==> config.mk <==
export PLATFORM = sky130hd
export DESIGN_NAME = interval_offset_allocator
export DESIGN_NICKNAME = d
export VERILOG_FILES = /design/src/hw/rtl/ioa_pkg.sv /design/src/hw/rtl/interval_offset_allocator.sv
export SDC_FILE = /design/constraint.sdc
export NUM_CORES = 2
export LEC_CHECK = 0
export ABC_CLOCK_PERIOD_IN_PS = 9400
export BUFFER_PORTS_ARGS = -buffer_cell sky130_fd_sc_hd__buf_2
export CAP_MARGIN = 20
export CORE_ASPECT_RATIO = 0.9
export CORE_MARGIN = 1
export CORE_UTILIZATION = 49
export DETAILED_ROUTE_END_ITERATION = 12
export GPL_TIMING_DRIVEN = 1
export MAX_ROUTING_LAYER = met4
export SLEW_MARGIN = 40
export SYNTH_ARGS = -nofsm -noshare
export SYNTH_HDL_FRONTEND = slang
export SYNTH_SLANG_ARGS = --single-unit
==> constraint.sdc <==
create_clock -name i_clk -period 9.4 [get_ports i_clk]
set_clock_uncertainty 0.1 [all_clocks]
set_input_delay 1.41 -clock i_clk [delete_from_list [all_inputs] [get_ports i_clk]]
set_output_delay 1.41 -clock i_clk [all_outputs]
set_load 0.005 [all_outputs]
==> src/hw/rtl/ioa_pkg.sv <==
// Package for the interval offset allocator: sizes, codes and state type.
// Depends on nothing; the allocator top level refers to it by scoped names.

package ioa_pkg;

    // Store depths.
    localparam int MAX_REF_RANGES  = 16;
    localparam int MAX_TEST_RANGES = 16;

    // Field widths.
    localparam int BATCH_W  = 24;
    localparam int RUN_W    = 4;
    localparam int STATUS_W = 2;
    localparam int KIND_W   = 2;
    localparam int CFG_IDX_W = 1;

    // Derived widths.
    localparam int REF_IDX_W  = (MAX_REF_RANGES > 1) ? $clog2(MAX_REF_RANGES) : 1;
    localparam int TEST_IDX_W = (MAX_TEST_RANGES > 1) ? $clog2(MAX_TEST_RANGES) : 1;
    localparam int REF_CNT_W  = $clog2(MAX_REF_RANGES + 1);
    localparam int TEST_CNT_W = $clog2(MAX_TEST_RANGES + 1);
    localparam int SCAN_W     = $clog2(MAX_REF_RANGES + MAX_TEST_RANGES + 1);
    localparam int POS_W      = BATCH_W + 1;   // a shifted endpoint
    localparam int LIM_W      = BATCH_W + 2;   // offset plus twice the step

    // Register reset values.
    localparam logic [BATCH_W-1:0] STEP_RESET      = BATCH_W'(1000);
    localparam logic [BATCH_W-1:0] MAX_BATCH_RESET = BATCH_W'(9999999);

    typedef enum logic [CFG_IDX_W-1:0] {
        CFG_OFFSET_STEP = 1'b0,
        CFG_MAX_BATCH   = 1'b1
    } t_cfg_reg;

    typedef enum logic [KIND_W-1:0] {
        KIND_REF   = 2'd0,
        KIND_TEST  = 2'd1,
        KIND_SOLVE = 2'd2
    } t_kind;

    typedef enum logic [STATUS_W-1:0] {
        ST_OK       = 2'd0,
        ST_EMPTY    = 2'd1,
        ST_LIMIT    = 2'd2,
        ST_CAPACITY = 2'd3
    } t_status;

    typedef enum logic [3:0] {
        S_IDLE,
        S_T_RD,
        S_T_WAIT,
        S_CHECK,
        S_SCAN,
        S_WRITE,
        S_E_RD,
        S_E_WAIT,
        S_FAIL
    } t_state;

endpackage

==> src/hw/rtl/interval_offset_allocator.sv <==
// Interval offset allocator top level: range stores, solve sequencer, result register.
// Depends on ioa_pkg for sizes, codes and the sequencer state type.
//
//   Channel | Direction | Handshake                    | Beat contents
//   --------+-----------+------------------------------+--------------------------------------
//   in      | input     | i_in_valid / o_in_ready      | kind, first_batch, last_batch
//   out     | output    | o_out_valid / i_out_ready    | run_index, offset, status, last
//   cfg     | input     | i_cfg_we (no back-pressure)  | register index, write data
//
// A load beat (reference or test range) is taken and written straight into its
// memory. A solve beat starts the sequencer, and the input stays closed until its
// final result has been moved into the output register. Every offset try scans the
// stored ranges one per cycle through the memory read port; each test range is
// fetched (S_T_RD, S_T_WAIT), tried (S_CHECK, S_SCAN) and written back (S_WRITE), and
// each offset result is read (S_E_RD, S_E_WAIT) before it is placed, a failure result
// from S_FAIL alone. Reset is synchronous and active low; it clears the counts and
// flags, so the memories need no clearing pass.
// A stalled output only holds the sequencer while it waits to place the next result.

module interval_offset_allocator (
    input  logic                               i_clk,
    input  logic                               i_rst_n,

    input  logic                               i_in_valid,
    output logic                               o_in_ready,
    input  logic [ioa_pkg::KIND_W-1:0]         i_kind,
    input  logic [ioa_pkg::BATCH_W-1:0]        i_first_batch,
    input  logic [ioa_pkg::BATCH_W-1:0]        i_last_batch,

    output logic                               o_out_valid,
    input  logic                               i_out_ready,
    output logic [ioa_pkg::RUN_W-1:0]          o_run_index,
    output logic [ioa_pkg::BATCH_W-1:0]        o_offset,
    output logic [ioa_pkg::STATUS_W-1:0]       o_status,
    output logic                               o_last,

    input  logic                               i_cfg_we,
    input  logic [ioa_pkg::CFG_IDX_W-1:0]      i_cfg_index,
    input  logic [ioa_pkg::BATCH_W-1:0]        i_cfg_data
);

    localparam int BW  = ioa_pkg::BATCH_W;
    localparam int PW  = ioa_pkg::POS_W;
    localparam int LW  = ioa_pkg::LIM_W;
    localparam int RIW = ioa_pkg::REF_IDX_W;
    localparam int TIW = ioa_pkg::TEST_IDX_W;
    localparam int RCW = ioa_pkg::REF_CNT_W;
    localparam int TCW = ioa_pkg::TEST_CNT_W;
    localparam int SW  = ioa_pkg::SCAN_W;

    // True when two inclusive ranges share any batch number; checked both ways.
    function automatic logic f_clash(input logic [PW-1:0] alo, input logic [PW-1:0] ahi,
                                     input logic [PW-1:0] blo, input logic [PW-1:0] bhi);
        logic c0, c1, c2, c3;
        c0 = (blo >= alo) && (blo <= ahi);
        c1 = (bhi >= alo) && (bhi <= ahi);
        c2 = (alo >= blo) && (alo <= bhi);
        c3 = (ahi >= blo) && (ahi <= bhi);
        return c0 || c1 || c2 || c3;
    endfunction

    // ------------------------------------------------------------------
    // Configuration registers.
    // ------------------------------------------------------------------
    logic [BW-1:0] r_offset_step;
    logic [BW-1:0] r_max_batch;

    always_ff @(posedge i_clk) begin
        if (!i_rst_n) begin
            r_offset_step <= ioa_pkg::STEP_RESET;
            r_max_batch   <= ioa_pkg::MAX_BATCH_RESET;
        end else if (i_cfg_we) begin
            case (ioa_pkg::t_cfg_reg'(i_cfg_index))
                ioa_pkg::CFG_OFFSET_STEP: r_offset_step <= i_cfg_data;
                ioa_pkg::CFG_MAX_BATCH:   r_max_batch   <= i_cfg_data;
                default: ;
            endcase
        end
    end

    // A zero step behaves as a step of one.
    logic [BW-1:0] eff_step;
    assign eff_step = (r_offset_step == '0) ? BW'(1) : r_offset_step;

    // ------------------------------------------------------------------
    // Memories. The reference memory holds {low, high}; the test memory holds
    // {low, high, shift}. Both have one write port and one registered read port.
    // ------------------------------------------------------------------
    logic [2*BW-1:0] ref_mem  [ioa_pkg::MAX_REF_RANGES];
    logic [3*BW-1:0] test_mem [ioa_pkg::MAX_TEST_RANGES];

    logic            ref_we,  ref_re;
    logic [RIW-1:0]  ref_wa,  ref_ra;
    logic [2*BW-1:0] ref_wd,  r_ref_q;
    logic            test_we, test_re;
    logic [TIW-1:0]  test_wa, test_ra;
    logic [3*BW-1:0] test_wd, r_test_q;

    always_ff @(posedge i_clk) begin
        if (ref_we) begin
            ref_mem[ref_wa] <= ref_wd;
        end
        if (ref_re) begin
            r_ref_q <= ref_mem[ref_ra];
        end
    end

    always_ff @(posedge i_clk) begin
        if (test_we) begin
            test_mem[test_wa] <= test_wd;
        end
        if (test_re) begin
            r_test_q <= test_mem[test_ra];
        end
    end

    // ------------------------------------------------------------------
    // Sequencer registers.
    // ------------------------------------------------------------------
    ioa_pkg::t_state  r_state, n_state;
    logic [RCW-1:0]   r_ref_count, n_ref_count;
    logic [TCW-1:0]   r_test_count, n_test_count;
    logic             r_cap, n_cap;
    logic [TCW-1:0]   r_t, n_t;             // test range being placed
    logic [TCW-1:0]   r_e, n_e;             // result being emitted
    logic [SW-1:0]    r_k, n_k;             // scan position over refs then tests
    logic             r_pv, n_pv;           // a scan read is in flight
    logic             r_pref, n_pref;       // that read came from the reference memory
    logic             r_pskip, n_pskip;     // that read is the range being placed
    logic [BW-1:0]    r_cur_lo, n_cur_lo;
    logic [BW-1:0]    r_cur_hi, n_cur_hi;
    logic [BW-1:0]    r_shift, n_shift;
    logic             r_overflow, n_overflow;
    ioa_pkg::t_status r_fail_code, n_fail_code;

    logic                         r_out_valid, n_out_valid;
    logic [ioa_pkg::RUN_W-1:0]    r_out_run, n_out_run;
    logic [BW-1:0]                r_out_offset, n_out_offset;
    ioa_pkg::t_status             r_out_status, n_out_status;
    logic                         r_out_last, n_out_last;

    // Datapath terms.
    logic           in_fire;
    logic           out_free;
    logic [SW-1:0]  scan_total;
    logic [SW-1:0]  scan_tidx;
    logic [LW-1:0]  try_end;
    logic           past_limit;
    logic [PW-1:0]  cur_lo_p, cur_hi_p;
    logic [PW-1:0]  mem_lo_p, mem_hi_p;
    logic           hit;

    assign o_in_ready = (r_state == ioa_pkg::S_IDLE);
    assign in_fire    = i_in_valid && o_in_ready;
    assign out_free   = !r_out_valid || i_out_ready;

    assign scan_total = SW'(r_ref_count) + SW'(r_test_count);
    assign scan_tidx  = r_k - SW'(r_ref_count);

    // The offset is still allowed while offset + 2 * step <= max_batch.
    assign try_end    = LW'(r_shift) + LW'({eff_step, 1'b0});
    assign past_limit = try_end > LW'(r_max_batch);

    assign cur_lo_p = PW'(r_cur_lo) + PW'(r_shift);
    assign cur_hi_p = PW'(r_cur_hi) + PW'(r_shift);

    always_comb begin
        if (r_pref) begin
            mem_lo_p = PW'(r_ref_q[2*BW-1:BW]);
            mem_hi_p = PW'(r_ref_q[BW-1:0]);
        end else begin
            mem_lo_p = PW'(r_test_q[3*BW-1:2*BW]) + PW'(r_test_q[BW-1:0]);
            mem_hi_p = PW'(r_test_q[2*BW-1:BW]) + PW'(r_test_q[BW-1:0]);
        end
    end

    assign hit = r_pv && !r_pskip && f_clash(mem_lo_p, mem_hi_p, cur_lo_p, cur_hi_p);

    // ------------------------------------------------------------------
    // Next state, memory control and datapath updates.
    // ------------------------------------------------------------------
    always_comb begin
        n_state      = r_state;
        n_ref_count  = r_ref_count;
        n_test_count = r_test_count;
        n_cap        = r_cap;
        n_t          = r_t;
        n_e          = r_e;
        n_k          = r_k;
        n_pv         = r_pv;
        n_pref       = r_pref;
        n_pskip      = r_pskip;
        n_cur_lo     = r_cur_lo;
        n_cur_hi     = r_cur_hi;
        n_shift      = r_shift;
        n_overflow   = r_overflow;
        n_fail_code  = r_fail_code;
        n_out_valid  = r_out_valid && !i_out_ready;
        n_out_run    = r_out_run;
        n_out_offset = r_out_offset;
        n_out_status = r_out_status;
        n_out_last   = r_out_last;

        ref_we  = 1'b0;
        ref_wa  = r_ref_count[RIW-1:0];
        ref_wd  = {i_first_batch, i_last_batch};
        ref_re  = 1'b0;
        ref_ra  = r_k[RIW-1:0];
        test_we = 1'b0;
        test_wa = r_test_count[TIW-1:0];
        test_wd = {i_first_batch, i_last_batch, BW'(0)};
        test_re = 1'b0;
        test_ra = r_t[TIW-1:0];

        case (r_state)
            ioa_pkg::S_IDLE: begin
                if (in_fire) begin
                    case (ioa_pkg::t_kind'(i_kind))
                        ioa_pkg::KIND_REF: begin
                            if (r_ref_count < RCW'(ioa_pkg::MAX_REF_RANGES)) begin
                                ref_we      = 1'b1;
                                n_ref_count = r_ref_count + RCW'(1);
                            end else begin
                                n_cap = 1'b1;
                            end
                        end
                        ioa_pkg::KIND_TEST: begin
                            if (r_test_count < TCW'(ioa_pkg::MAX_TEST_RANGES)) begin
                                test_we      = 1'b1;
                                n_test_count = r_test_count + TCW'(1);
                            end else begin
                                n_cap = 1'b1;
                            end
                        end
                        ioa_pkg::KIND_SOLVE: begin
                            n_overflow = 1'b0;
                            n_t        = '0;
                            n_e        = '0;
                            if (r_cap) begin
                                n_fail_code = ioa_pkg::ST_CAPACITY;
                                n_state     = ioa_pkg::S_FAIL;
                            end else if (r_test_count == '0) begin
                                n_fail_code = ioa_pkg::ST_EMPTY;
                                n_state     = ioa_pkg::S_FAIL;
                            end else begin
                                n_state = ioa_pkg::S_T_RD;
                            end
                        end
                        default: ;
                    endcase
                end
            end

            ioa_pkg::S_T_RD: begin
                test_re = 1'b1;
                n_state = ioa_pkg::S_T_WAIT;
            end

            ioa_pkg::S_T_WAIT: begin
                n_cur_lo = r_test_q[3*BW-1:2*BW];
                n_cur_hi = r_test_q[2*BW-1:BW];
                n_shift  = r_test_q[BW-1:0];
                n_state  = ioa_pkg::S_CHECK;
            end

            ioa_pkg::S_CHECK: begin
                n_k  = '0;
                n_pv = 1'b0;
                if (past_limit) begin
                    // The range keeps its last tried offset for the ranges after it.
                    n_overflow = 1'b1;
                    n_state    = ioa_pkg::S_WRITE;
                end else begin
                    n_state = ioa_pkg::S_SCAN;
                end
            end

            ioa_pkg::S_SCAN: begin
                // Issue one read per cycle and compare the entry read last cycle.
                if (r_k < scan_total) begin
                    n_pv = 1'b1;
                    n_k  = r_k + SW'(1);
                    if (r_k < SW'(r_ref_count)) begin
                        ref_re  = 1'b1;
                        n_pref  = 1'b1;
                        n_pskip = 1'b0;
                    end else begin
                        test_re = 1'b1;
                        test_ra = scan_tidx[TIW-1:0];
                        n_pref  = 1'b0;
                        n_pskip = (scan_tidx == SW'(r_t));
                    end
                end else begin
                    n_pv = 1'b0;
                end
                if (hit) begin
                    n_shift = r_shift + eff_step;
                    n_pv    = 1'b0;
                    n_state = ioa_pkg::S_CHECK;
                end else if (r_k == scan_total && !r_pv) begin
                    n_state = ioa_pkg::S_WRITE;
                end
            end

            ioa_pkg::S_WRITE: begin
                test_we = 1'b1;
                test_wa = r_t[TIW-1:0];
                test_wd = {r_cur_lo, r_cur_hi, r_shift};
                if (r_t + TCW'(1) == r_test_count) begin
                    if (r_overflow) begin
                        n_fail_code = ioa_pkg::ST_LIMIT;
                        n_state     = ioa_pkg::S_FAIL;
                    end else begin
                        n_state = ioa_pkg::S_E_RD;
                    end
                end else begin
                    n_t     = r_t + TCW'(1);
                    n_state = ioa_pkg::S_T_RD;
                end
            end

            ioa_pkg::S_E_RD: begin
                test_re = 1'b1;
                test_ra = r_e[TIW-1:0];
                n_state = ioa_pkg::S_E_WAIT;
            end

            ioa_pkg::S_E_WAIT: begin
                if (out_free) begin
                    n_out_valid  = 1'b1;
                    n_out_run    = ioa_pkg::RUN_W'(r_e);
                    n_out_offset = r_test_q[BW-1:0];
                    n_out_status = ioa_pkg::ST_OK;
                    n_out_last   = (r_e + TCW'(1) == r_test_count);
                    if (r_e + TCW'(1) == r_test_count) begin
                        n_ref_count  = '0;
                        n_test_count = '0;
                        n_cap        = 1'b0;
                        n_state      = ioa_pkg::S_IDLE;
                    end else begin
                        n_e     = r_e + TCW'(1);
                        n_state = ioa_pkg::S_E_RD;
                    end
                end
            end

            ioa_pkg::S_FAIL: begin
                if (out_free) begin
                    n_out_valid  = 1'b1;
                    n_out_run    = '0;
                    n_out_offset = '0;
                    n_out_status = r_fail_code;
                    n_out_last   = 1'b1;
                    n_ref_count  = '0;
                    n_test_count = '0;
                    n_cap        = 1'b0;
                    n_state      = ioa_pkg::S_IDLE;
                end
            end

            default: begin
                n_state = ioa_pkg::S_IDLE;
            end
        endcase
    end

    always_ff @(posedge i_clk) begin
        if (!i_rst_n) begin
            r_state      <= ioa_pkg::S_IDLE;
            r_ref_count  <= '0;
            r_test_count <= '0;
            r_cap        <= 1'b0;
            r_pv         <= 1'b0;
            r_overflow   <= 1'b0;
            r_out_valid  <= 1'b0;
        end else begin
            r_state      <= n_state;
            r_ref_count  <= n_ref_count;
            r_test_count <= n_test_count;
            r_cap        <= n_cap;
            r_pv         <= n_pv;
            r_overflow   <= n_overflow;
            r_out_valid  <= n_out_valid;
        end
    end

    always_ff @(posedge i_clk) begin
        r_t          <= n_t;
        r_e          <= n_e;
        r_k          <= n_k;
        r_pref       <= n_pref;
        r_pskip      <= n_pskip;
        r_cur_lo     <= n_cur_lo;
        r_cur_hi     <= n_cur_hi;
        r_shift      <= n_shift;
        r_fail_code  <= n_fail_code;
        r_out_run    <= n_out_run;
        r_out_offset <= n_out_offset;
        r_out_status <= n_out_status;
        r_out_last   <= n_out_last;
    end

    assign o_out_valid = r_out_valid;
    assign o_run_index = r_out_run;
    assign o_offset    = r_out_offset;
    assign o_status    = r_out_status;
    assign o_last      = r_out_last;

`ifndef SYNTHESIS
    // The fill counts never run past the store depths.
    a_counts_bounded: assert property (@(posedge i_clk) disable iff (!i_rst_n)
        (r_ref_count <= RCW'(ioa_pkg::MAX_REF_RANGES)) &&
        (r_test_count <= TCW'(ioa_pkg::MAX_TEST_RANGES)))
        else $error("range count past store depth");

    // While a range is being placed, its index lies below the test count.
    a_place_index: assert property (@(posedge i_clk) disable iff (!i_rst_n)
        (r_state == ioa_pkg::S_CHECK || r_state == ioa_pkg::S_SCAN ||
         r_state == ioa_pkg::S_WRITE) |-> (r_t < r_test_count))
        else $error("placement index outside the loaded test ranges");

    // A failure result is always a lone, final result with zero index and offset.
    a_fail_shape: assert property (@(posedge i_clk) disable iff (!i_rst_n)
        (o_out_valid && o_status != ioa_pkg::ST_OK) |->
        (o_last && o_run_index == '0 && o_offset == '0))
        else $error("malformed failure result");

    // A solve result only appears once the sequencer has left the placement loop.
    a_emit_after_place: assert property (@(posedge i_clk) disable iff (!i_rst_n)
        (!r_out_valid && n_out_valid) |->
        (r_state == ioa_pkg::S_E_WAIT || r_state == ioa_pkg::S_FAIL))
        else $error("result loaded outside the emit states");
`endif

endmodule

* After elaboration in Yosys (flattened, before gate mapping) *
Memory sizes are Yosys's and may differ from the RTL's. A register that Yosys moved wholly into a read port is not among the register bits.
Cells that the tools add are included.
W data, S select, Z words.

cells by class
  add/subtract/negate cells = 13
  $mul = 0
  div/mod/pow operators = 0
  order comparisons = 13
  eq/ne operators = 35
  shift-type cells = 0
  muxes and demuxes = 96
  bitwise logic cells = 1
  reductions and logical operators = 44

operator list
  operator               count
  $add A24 B24 Y25       4
  $ge A25 B25 Y1         4
  $le A25 B25 Y1         4
  $mux W24               4
  $pmux W24 S2           2
  $mux W72               1
  $mux W5                14
  $mux W4                14
  $mux W25               2
  $pmux W4 S9            1
  $mux W1                32
  $pmux W5 S3            2
  $add A24 B25 Y26       1
  $gt A26 B24 Y1         1
  $add A24 B24 Y24       1
  $logic_not A24 Y1      1
  $add A5 B1 Y5 const B  4
  $ne A2 B2 Y1 const B   10
  $pmux W5 S2            2
  $eq A4 B3 Y1 const B   4
  $mux W2                8
  $pmux W4 S2            2
  $reduce_and A7 Y1      2
  $ne A2 B1 Y1 const B   6
  other kinds (38)       76

word-level totals
  register bits = 189
  latch bits = 0
  memory bits (writable) = 1920
  ROM bits = 0
  input bits = 80
  logic and storage cells = 226
  memories kept = 2

memories
  name      words  bits a word  rd ports  clocked after memory_dff  wr ports  line                             RTL
  test_mem  16     72           1         1                         1         interval_offset_allocator.sv:90  logic [3*BW-1:0] test_mem [ioa_pkg::MAX_TEST_RANGES];
  ref_mem   16     48           1         1                         1         interval_offset_allocator.sv:89  logic [2*BW-1:0] ref_mem [ioa_pkg::MAX_REF_RANGES];

* Longest topological paths before layout *
  depth after elaboration = 10
  mapped depth = 23
  depth with buffers taken out = 23

* Worst setup path after synthesis *
OpenSTA, ideal clock, no wires.

  kind = register to register
  start = register r_k[0]
  end = register r_test_q[0], read port of test_mem (enable)
  data arrival time = 6.024 ns
  data required time = 8.774 ns
  setup slack = 2.750 ns
  stages on the path, launching flop included = 15
  cell sequence = edfxtp_1 > clkbuf_1 > clkbuf_1 > buf_1 > inv_1 > ha_1 > inv_1 > fa_1 > a21oi_1 > o21bai_2 > a211oi_4 > nor2b_1 > buf_6 > o211ai_1 > a21oi_1

between the ends
  cells in the longest elaborated chain, start to end = 4
  elaborated cells between the ends (all ways) = 9
  those cells by class = add/sub (1); order compare (2); mux (6)

RTL lines
  what                    line                              RTL
  start, declared         interval_offset_allocator.sv:126  logic [SW-1:0] r_k, n_k;
  start signal, assigned  interval_offset_allocator.sv:390  r_k <= n_k;
  $lt A6 B5 Y1            interval_offset_allocator.sv:283  if (r_k < SW'(r_ref_count)) begin
  $mux W1                 interval_offset_allocator.sv:283
  $mux W1 *               interval_offset_allocator.sv:280  if (r_k < scan_total) begin
  $pmux W1 S2 *           interval_offset_allocator.sv:215  case (r_state)
  via test_re             interval_offset_allocator.sv:95   logic test_we, test_re;
  end, declared           interval_offset_allocator.sv:97   logic [3*BW-1:0] test_wd, r_test_q;

The timed path passes the listed nets; every way through them passes the cells marked *.
A chain may end at the register's enable or synchronous reset.

* Final worst setup path *
  start = register r_test_q[1], read port of test_mem
  end = register r_state[1]

between the ends
  cells in the longest elaborated chain, start to end = 10
  elaborated cells between the ends (all ways) = 24
  those cells by class = add/sub (2); order compare (8); eq/ne (1); mux (4); reduce/logical (9)

RTL lines
  what                                                     line                                                                RTL
  $add A24 B24 Y25 (on tied branches)                      interval_offset_allocator.sv:172, interval_offset_allocator.sv:173
  $mux W25                                                 interval_offset_allocator.sv:168                                    if (r_pref) begin
  $ge A25 B25 Y1 (tied with other cells)                   interval_offset_allocator.sv:55                                     c0 = (blo >= alo) && (blo <= ahi);
  $logic_and A1 B1 Y1 (on tied branches)                   interval_offset_allocator.sv:55, interval_offset_allocator.sv:56
  $logic_or A1 B1 Y1 (2 in series)                         interval_offset_allocator.sv:59                                     return c0 || c1 || c2 || c3;
  $logic_or A1 B1 Y1 *                                     interval_offset_allocator.sv:59
  $logic_and A1 B1 Y1 *                                    interval_offset_allocator.sv:177                                    assign hit = r_pv && !r_pskip && f_clash(mem_lo_p, mem_hi_p, cur_lo_p, cur_hi_p);
  $mux W4 / $ne A3 B3 Y1 (equally long branches)           --
  $pmux W4 S9 / $reduce_and A5 Y1 (equally long branches)  --
  end signal, assigned                                     interval_offset_allocator.sv:369                                    r_state <= ioa_pkg::S_IDLE;
  end signal, assigned                                     interval_offset_allocator.sv:377                                    r_state <= n_state;
  end, declared                                            interval_offset_allocator.sv:120                                    ioa_pkg::t_state r_state, n_state;

Mark *: on every way between the ends. The rest lies on a longest branch, timed or not.

==> results.sh <==
export IMPL_finalHoldViolCount=0
export IMPL_crit_path_max_fanout=25
export IMPL_cts_tree="done"
export IMPL_fmax_mhz=141
export IMPL_p_int_mw=20.0
export IMPL_status="finished clean"
export IMPL_cp_cell_sequence="ha_1 -> a211oi_1 -> o21ai_0 -> a41o_1 -> o211ai_1 -> o21ai_0 -> a221oi_1 -> nand2b_1 -> xnor2_1 -> o21ai_0 -> ha_1 -> nand4_1 -> nor4_1 -> a2111oi_0 -> o21ai_0 -> a221oi_1 -> o21ba_2 -> o2111ai_1 -> o21ai_2 -> buf_4 -> o41a_1"
export IMPL_crit_family="compound AO/OA/AOI/OAI gates"
export IMPL_grt_ovfl_total=0
export IMPL_maximum_number_of_pins_on_one_net_before_global_route_repair=92
export IMPL_die_height_um=419
export IMPL_syn_cell_area_um2=94700
export IMPL_postSynthAreaPerCell_um2=18.2
export IMPL_timing_final_crit_share_pct=75.7
export IMPL_first_pass_grt_wire_length_mm=366
export IMPL_p_sw_mw=9.20
export IMPL_avgRoutedWirePerCell_um=31.6
export IMPL_route_detailed_vias_per_inst=6.14
export IMPL_seq_power_share_pct=40.7
export IMPL_finalSetupViolations=0
export IMPL_num_vias=50100
export IMPL_die_w_um=466
export IMPL_drive_above_1_share_pct=20.6
export IMPL_remaining_drc_errors=0
export IMPL_cp_start_kind="register"
export IMPL_timing_critical_path_slowest_stage_cell="sky130_fd_sc_hd__a221oi_1"
export IMPL_ys_dominant_reg_cell="sky130_fd_sc_hd__edfxtp_1"
export IMPL_critical_path_endpoint_type="register"
export IMPL_leakagePower_nw=36.6
export IMPL_cts_buffers_inserted=220
export IMPL_drt_wl_total_mm=258
export IMPL_postSynth_asyncResetShare_pct=0
export IMPL_total_of_warnings_raised_by_yosys=0
export IMPL_area_growth_synth_to_final_pct=12.0
export IMPL_num_rows=152
export IMPL_hold_path_startpoint="r_test_q[61]"
export IMPL_crit_path_top_cell_by_count="sky130_fd_sc_hd__o21ai_0"
export IMPL_gp_routability_congestion=0.954
export IMPL_critical_path_n_buffers_inverters=1
export IMPL_die_area_um2=195000
export IMPL_buffer_ports_inserted=112
export IMPL_combPwrFrac_pct=30.1
export IMPL_syn_instance_count=5194
export IMPL_clock_transition_time_at_the_flip_flop_clock_pins_of_the_worst_setup_and_hold_paths_ps=60
export IMPL_post_dp_hpwl_mm=164
export IMPL_root_buffer_cell="sky130_fd_sc_hd__clkbuf_16"
export IMPL_floorplan_core_area_um2=191000
export IMPL_ios=113
export IMPL_timing_max_cap_violations=0
export IMPL_grt_antenna_before_repair=19
export IMPL_route_antenna_remaining_nets=0
export IMPL_timing_setup_tns_ps=0
export IMPL_power_share_clock_pct=29.2
export IMPL_final_common_cell="sky130_fd_sc_hd__edfxtp_1"
export IMPL_period_minus_slack_ps=7110
export IMPL_cts_buffer_depth=3
export IMPL_crit_arrival_ps=7760
export IMPL_ys_seq_area_share_pct=70.0
export IMPL_critical_path_startpoint="r_test_q[1]"
export IMPL_htree_num_levels=4
export IMPL_worst_setup_path_type="reg -> reg"
export IMPL_post_cts_setup_buffer_count=0
export IMPL_globalRouteTotalUtil_pct=27.4
export IMPL_cp_required_ps=10050
export IMPL_layout_common_cells="sky130_fd_sc_hd__edfxtp_1 (2163), sky130_fd_sc_hd__mux4_2 (528), sky130_fd_sc_hd__nand2_1 (376), sky130_fd_sc_hd__ha_1 (291), sky130_fd_sc_hd__clkbuf_16 (225)"
export IMPL_peakVddDrop_mv=0.291
export IMPL_cts_hold_buffers=0
export IMPL_dpl_cell_count=7749
export IMPL_net_count_synth=5573
export IMPL_layout_cells_non_filler=8168
export IMPL_clock_insertion_delay_worst_skew_ps=880
export IMPL_timing_final_max_slew_violations=0
export IMPL_firstDrtPassIters=5
export IMPL_tightest_slew_ps=894
export IMPL_classification_of_the_worst_slack_hold_path="reg -> reg"
export IMPL_grt_pass1_vias=49500
export IMPL_final_fill_count=14900
export IMPL_pwr_per_cell_area_nw_per_um2=275
export IMPL_largest_incremental_delay_on_the_critical_path_ps=720
export IMPL_floorplan_initialDensity_pct=49.5
export IMPL_synth_enable_flop_cells=2163
export IMPL_power_switching_share_pct=31.5
export IMPL_grt_setup_unrepaired="no"
export IMPL_synth_seq_cells=2229
export IMPL_timing_max_slew_rel_slack_pct=40.4
export IMPL_cts_resized=0
export IMPL_rr_startpoint="r_test_q[1]"
export IMPL_final_net_count=5813
export IMPL_drt_first_iter_violations=5625
export IMPL_cts_sinks=2229
export IMPL_synth_cell_type_count=76
## worst paths after layout
check	endpoint	cells after the start	slack [ps]
hold / removal	r_cur_lo[13]	0	360
setup reg to reg	r_state[1]	21	2290
hold reg to reg	r_cur_lo[13]	0	360
setup / recovery	r_state[1]	21	2290
## power groups by stage
stage | registers (mW) | clock network [mW] | logic (mW)
floorplan | 11.9 | 0 | 6.26
global placement | 12.1 | 0 | 8.84
detailed placement | 12.1 | 0 | 8.84
CTS | 11.9 | 8.67 | 8.87
global route | 11.9 | 9.03 | 9.45
finish | 11.9 | 8.52 | 8.78
## routing by layer
layer	track usage [%]	vias to the layer above	wire length [µm]
met3	3.55	258	17100
met4	6.67	0	5580
met5	-	-	0
li1	-	21400	-
met2	41.0	1803	120000
met1	40.3	26600	116000
## worst reg2reg max path: stages (launching register included)
cell and delay (ps):
sky130_fd_sc_hd__edfxtp_1 460, sky130_fd_sc_hd__ha_1 350, sky130_fd_sc_hd__a211oi_1 310, sky130_fd_sc_hd__o21ai_0 220, sky130_fd_sc_hd__a41o_1 340, sky130_fd_sc_hd__o211ai_1 270
sky130_fd_sc_hd__o21ai_0 370, sky130_fd_sc_hd__a221oi_1 720, sky130_fd_sc_hd__nand2b_1 140, sky130_fd_sc_hd__xnor2_1 150, sky130_fd_sc_hd__o21ai_0 320, sky130_fd_sc_hd__ha_1 310
sky130_fd_sc_hd__nand4_1 150, sky130_fd_sc_hd__nor4_1 80, sky130_fd_sc_hd__a2111oi_0 460, sky130_fd_sc_hd__o21ai_0 160, sky130_fd_sc_hd__a221oi_1 400, sky130_fd_sc_hd__o21ba_2 240
sky130_fd_sc_hd__o2111ai_1 670, sky130_fd_sc_hd__o21ai_2 80, sky130_fd_sc_hd__buf_4 270, sky130_fd_sc_hd__o41a_1 440
## area by class of cell
class | instances | area, µm² | area share (%)
sequential | 2229 | 66300 | 62.5
multi-input combinational | 2645 | 27400 | 25.8
clock buffer | 266 | 5820 | 5.49
tap | 2541 | 3180 | 3.00
timing repair buffer | 247 | 1960 | 1.85
clock inverter | 143 | 1160 | 1.10
inverter | 91 | 342 | 0.322
antenna | 6 | 15.0 | 0.0141
## metrics by stage
step / setup slack (ps) / hold slack (ps) / cell area [µm²] / utilization (%) / power (mW)
after floorplan: 2750 / 331 / 94700 / - / 18.1
after global placement: 2490 / 346 / 98600 / 51.6 / 20.9
after detailed placement: 2440 / 349 / 99000 / 51.7 / 20.9
after CTS: 2400 / 363 / 106000 / 55.4 / 29.4
after global routing: 1690 / 381 / 106000 / 55.5 / 30.4
final: 2290 / 364 / 106000 / 55.5 / 29.2
## synth_stat cells, types with 26 or more instances
| cell | instances | area (µm²) |
|---|---|---|
| sky130_fd_sc_hd__buf_1 | 26 | 97.6 |
| sky130_fd_sc_hd__dfxtp_1 | 66 | 1320 |
| sky130_fd_sc_hd__a211oi_1 | 29 | 218 |
| sky130_fd_sc_hd__mux4_2 | 528 | 11900 |
| sky130_fd_sc_hd__nor2b_1 | 49 | 307 |
| sky130_fd_sc_hd__nand2_1 | 376 | 1410 |
| sky130_fd_sc_hd__inv_1 | 89 | 334 |
| sky130_fd_sc_hd__ha_1 | 291 | 3640 |
| sky130_fd_sc_hd__xor2_1 | 75 | 657 |
| sky130_fd_sc_hd__o21ai_0 | 139 | 696 |
| sky130_fd_sc_hd__a21o_1 | 68 | 510 |
| sky130_fd_sc_hd__nand3_1 | 54 | 270 |
| sky130_fd_sc_hd__xnor2_1 | 81 | 709 |
| sky130_fd_sc_hd__buf_2 | 30 | 150 |
| sky130_fd_sc_hd__nor2_1 | 148 | 556 |
| sky130_fd_sc_hd__o21a_1 | 32 | 240 |
| sky130_fd_sc_hd__and2_1 | 35 | 219 |
| sky130_fd_sc_hd__nor3_1 | 53 | 265 |
| sky130_fd_sc_hd__a21oi_1 | 134 | 671 |
| sky130_fd_sc_hd__a21boi_0 | 29 | 218 |
| sky130_fd_sc_hd__edfxtp_1 | 2163 | 65000 |
| sky130_fd_sc_hd__buf_6 | 26 | 293 |
| sky130_fd_sc_hd__mux2i_1 | 223 | 2230 |
| sky130_fd_sc_hd__o211ai_1 | 29 | 218 |
| sky130_fd_sc_hd__nand4_1 | 33 | 206 |
| sky130_fd_sc_hd__clkbuf_1 | 146 | 548 |
## cells by family (layout without fill, tap and decap cells)
family / Yosys count / count (layout) / share of synthesized area [%]
AO/OA/AOI/OAI: 588 / 588 / 4.01
XOR/XNOR: 156 / 156 / 1.44
adder cells (fa/ha/maj): 299 / 299 / 4.01
buffers and inverters: 320 / 747 / 1.52
flip-flops: 2229 / 2229 / 70.0
multiplexers: 754 / 754 / 14.9
other: 0 / 6 / 0
AND/OR/NAND/NOR: 848 / 848 / 4.12
## state kept, by name, summed over array words and instances (netlist names), 2 cells and up
| signal | flops |
|---|---|
| r_test_q | 72 |
| r_offset_step | 24 |
| r_test_count | 5 |
| test_mem | 1152 |
| o_run_index | 4 |
| ref_mem | 768 |
| r_fail_code | 2 |
| r_e | 5 |
| r_k | 6 |
| r_ref_count | 5 |
| o_status | 2 |
| r_cur_hi | 24 |
| r_cur_lo | 24 |
| r_max_batch | 24 |
| r_state | 4 |
| r_ref_q | 48 |
| r_t | 5 |
| r_shift | 24 |
| o_offset | 24 |
No activity file was read; power rests on OpenSTA's default activity.
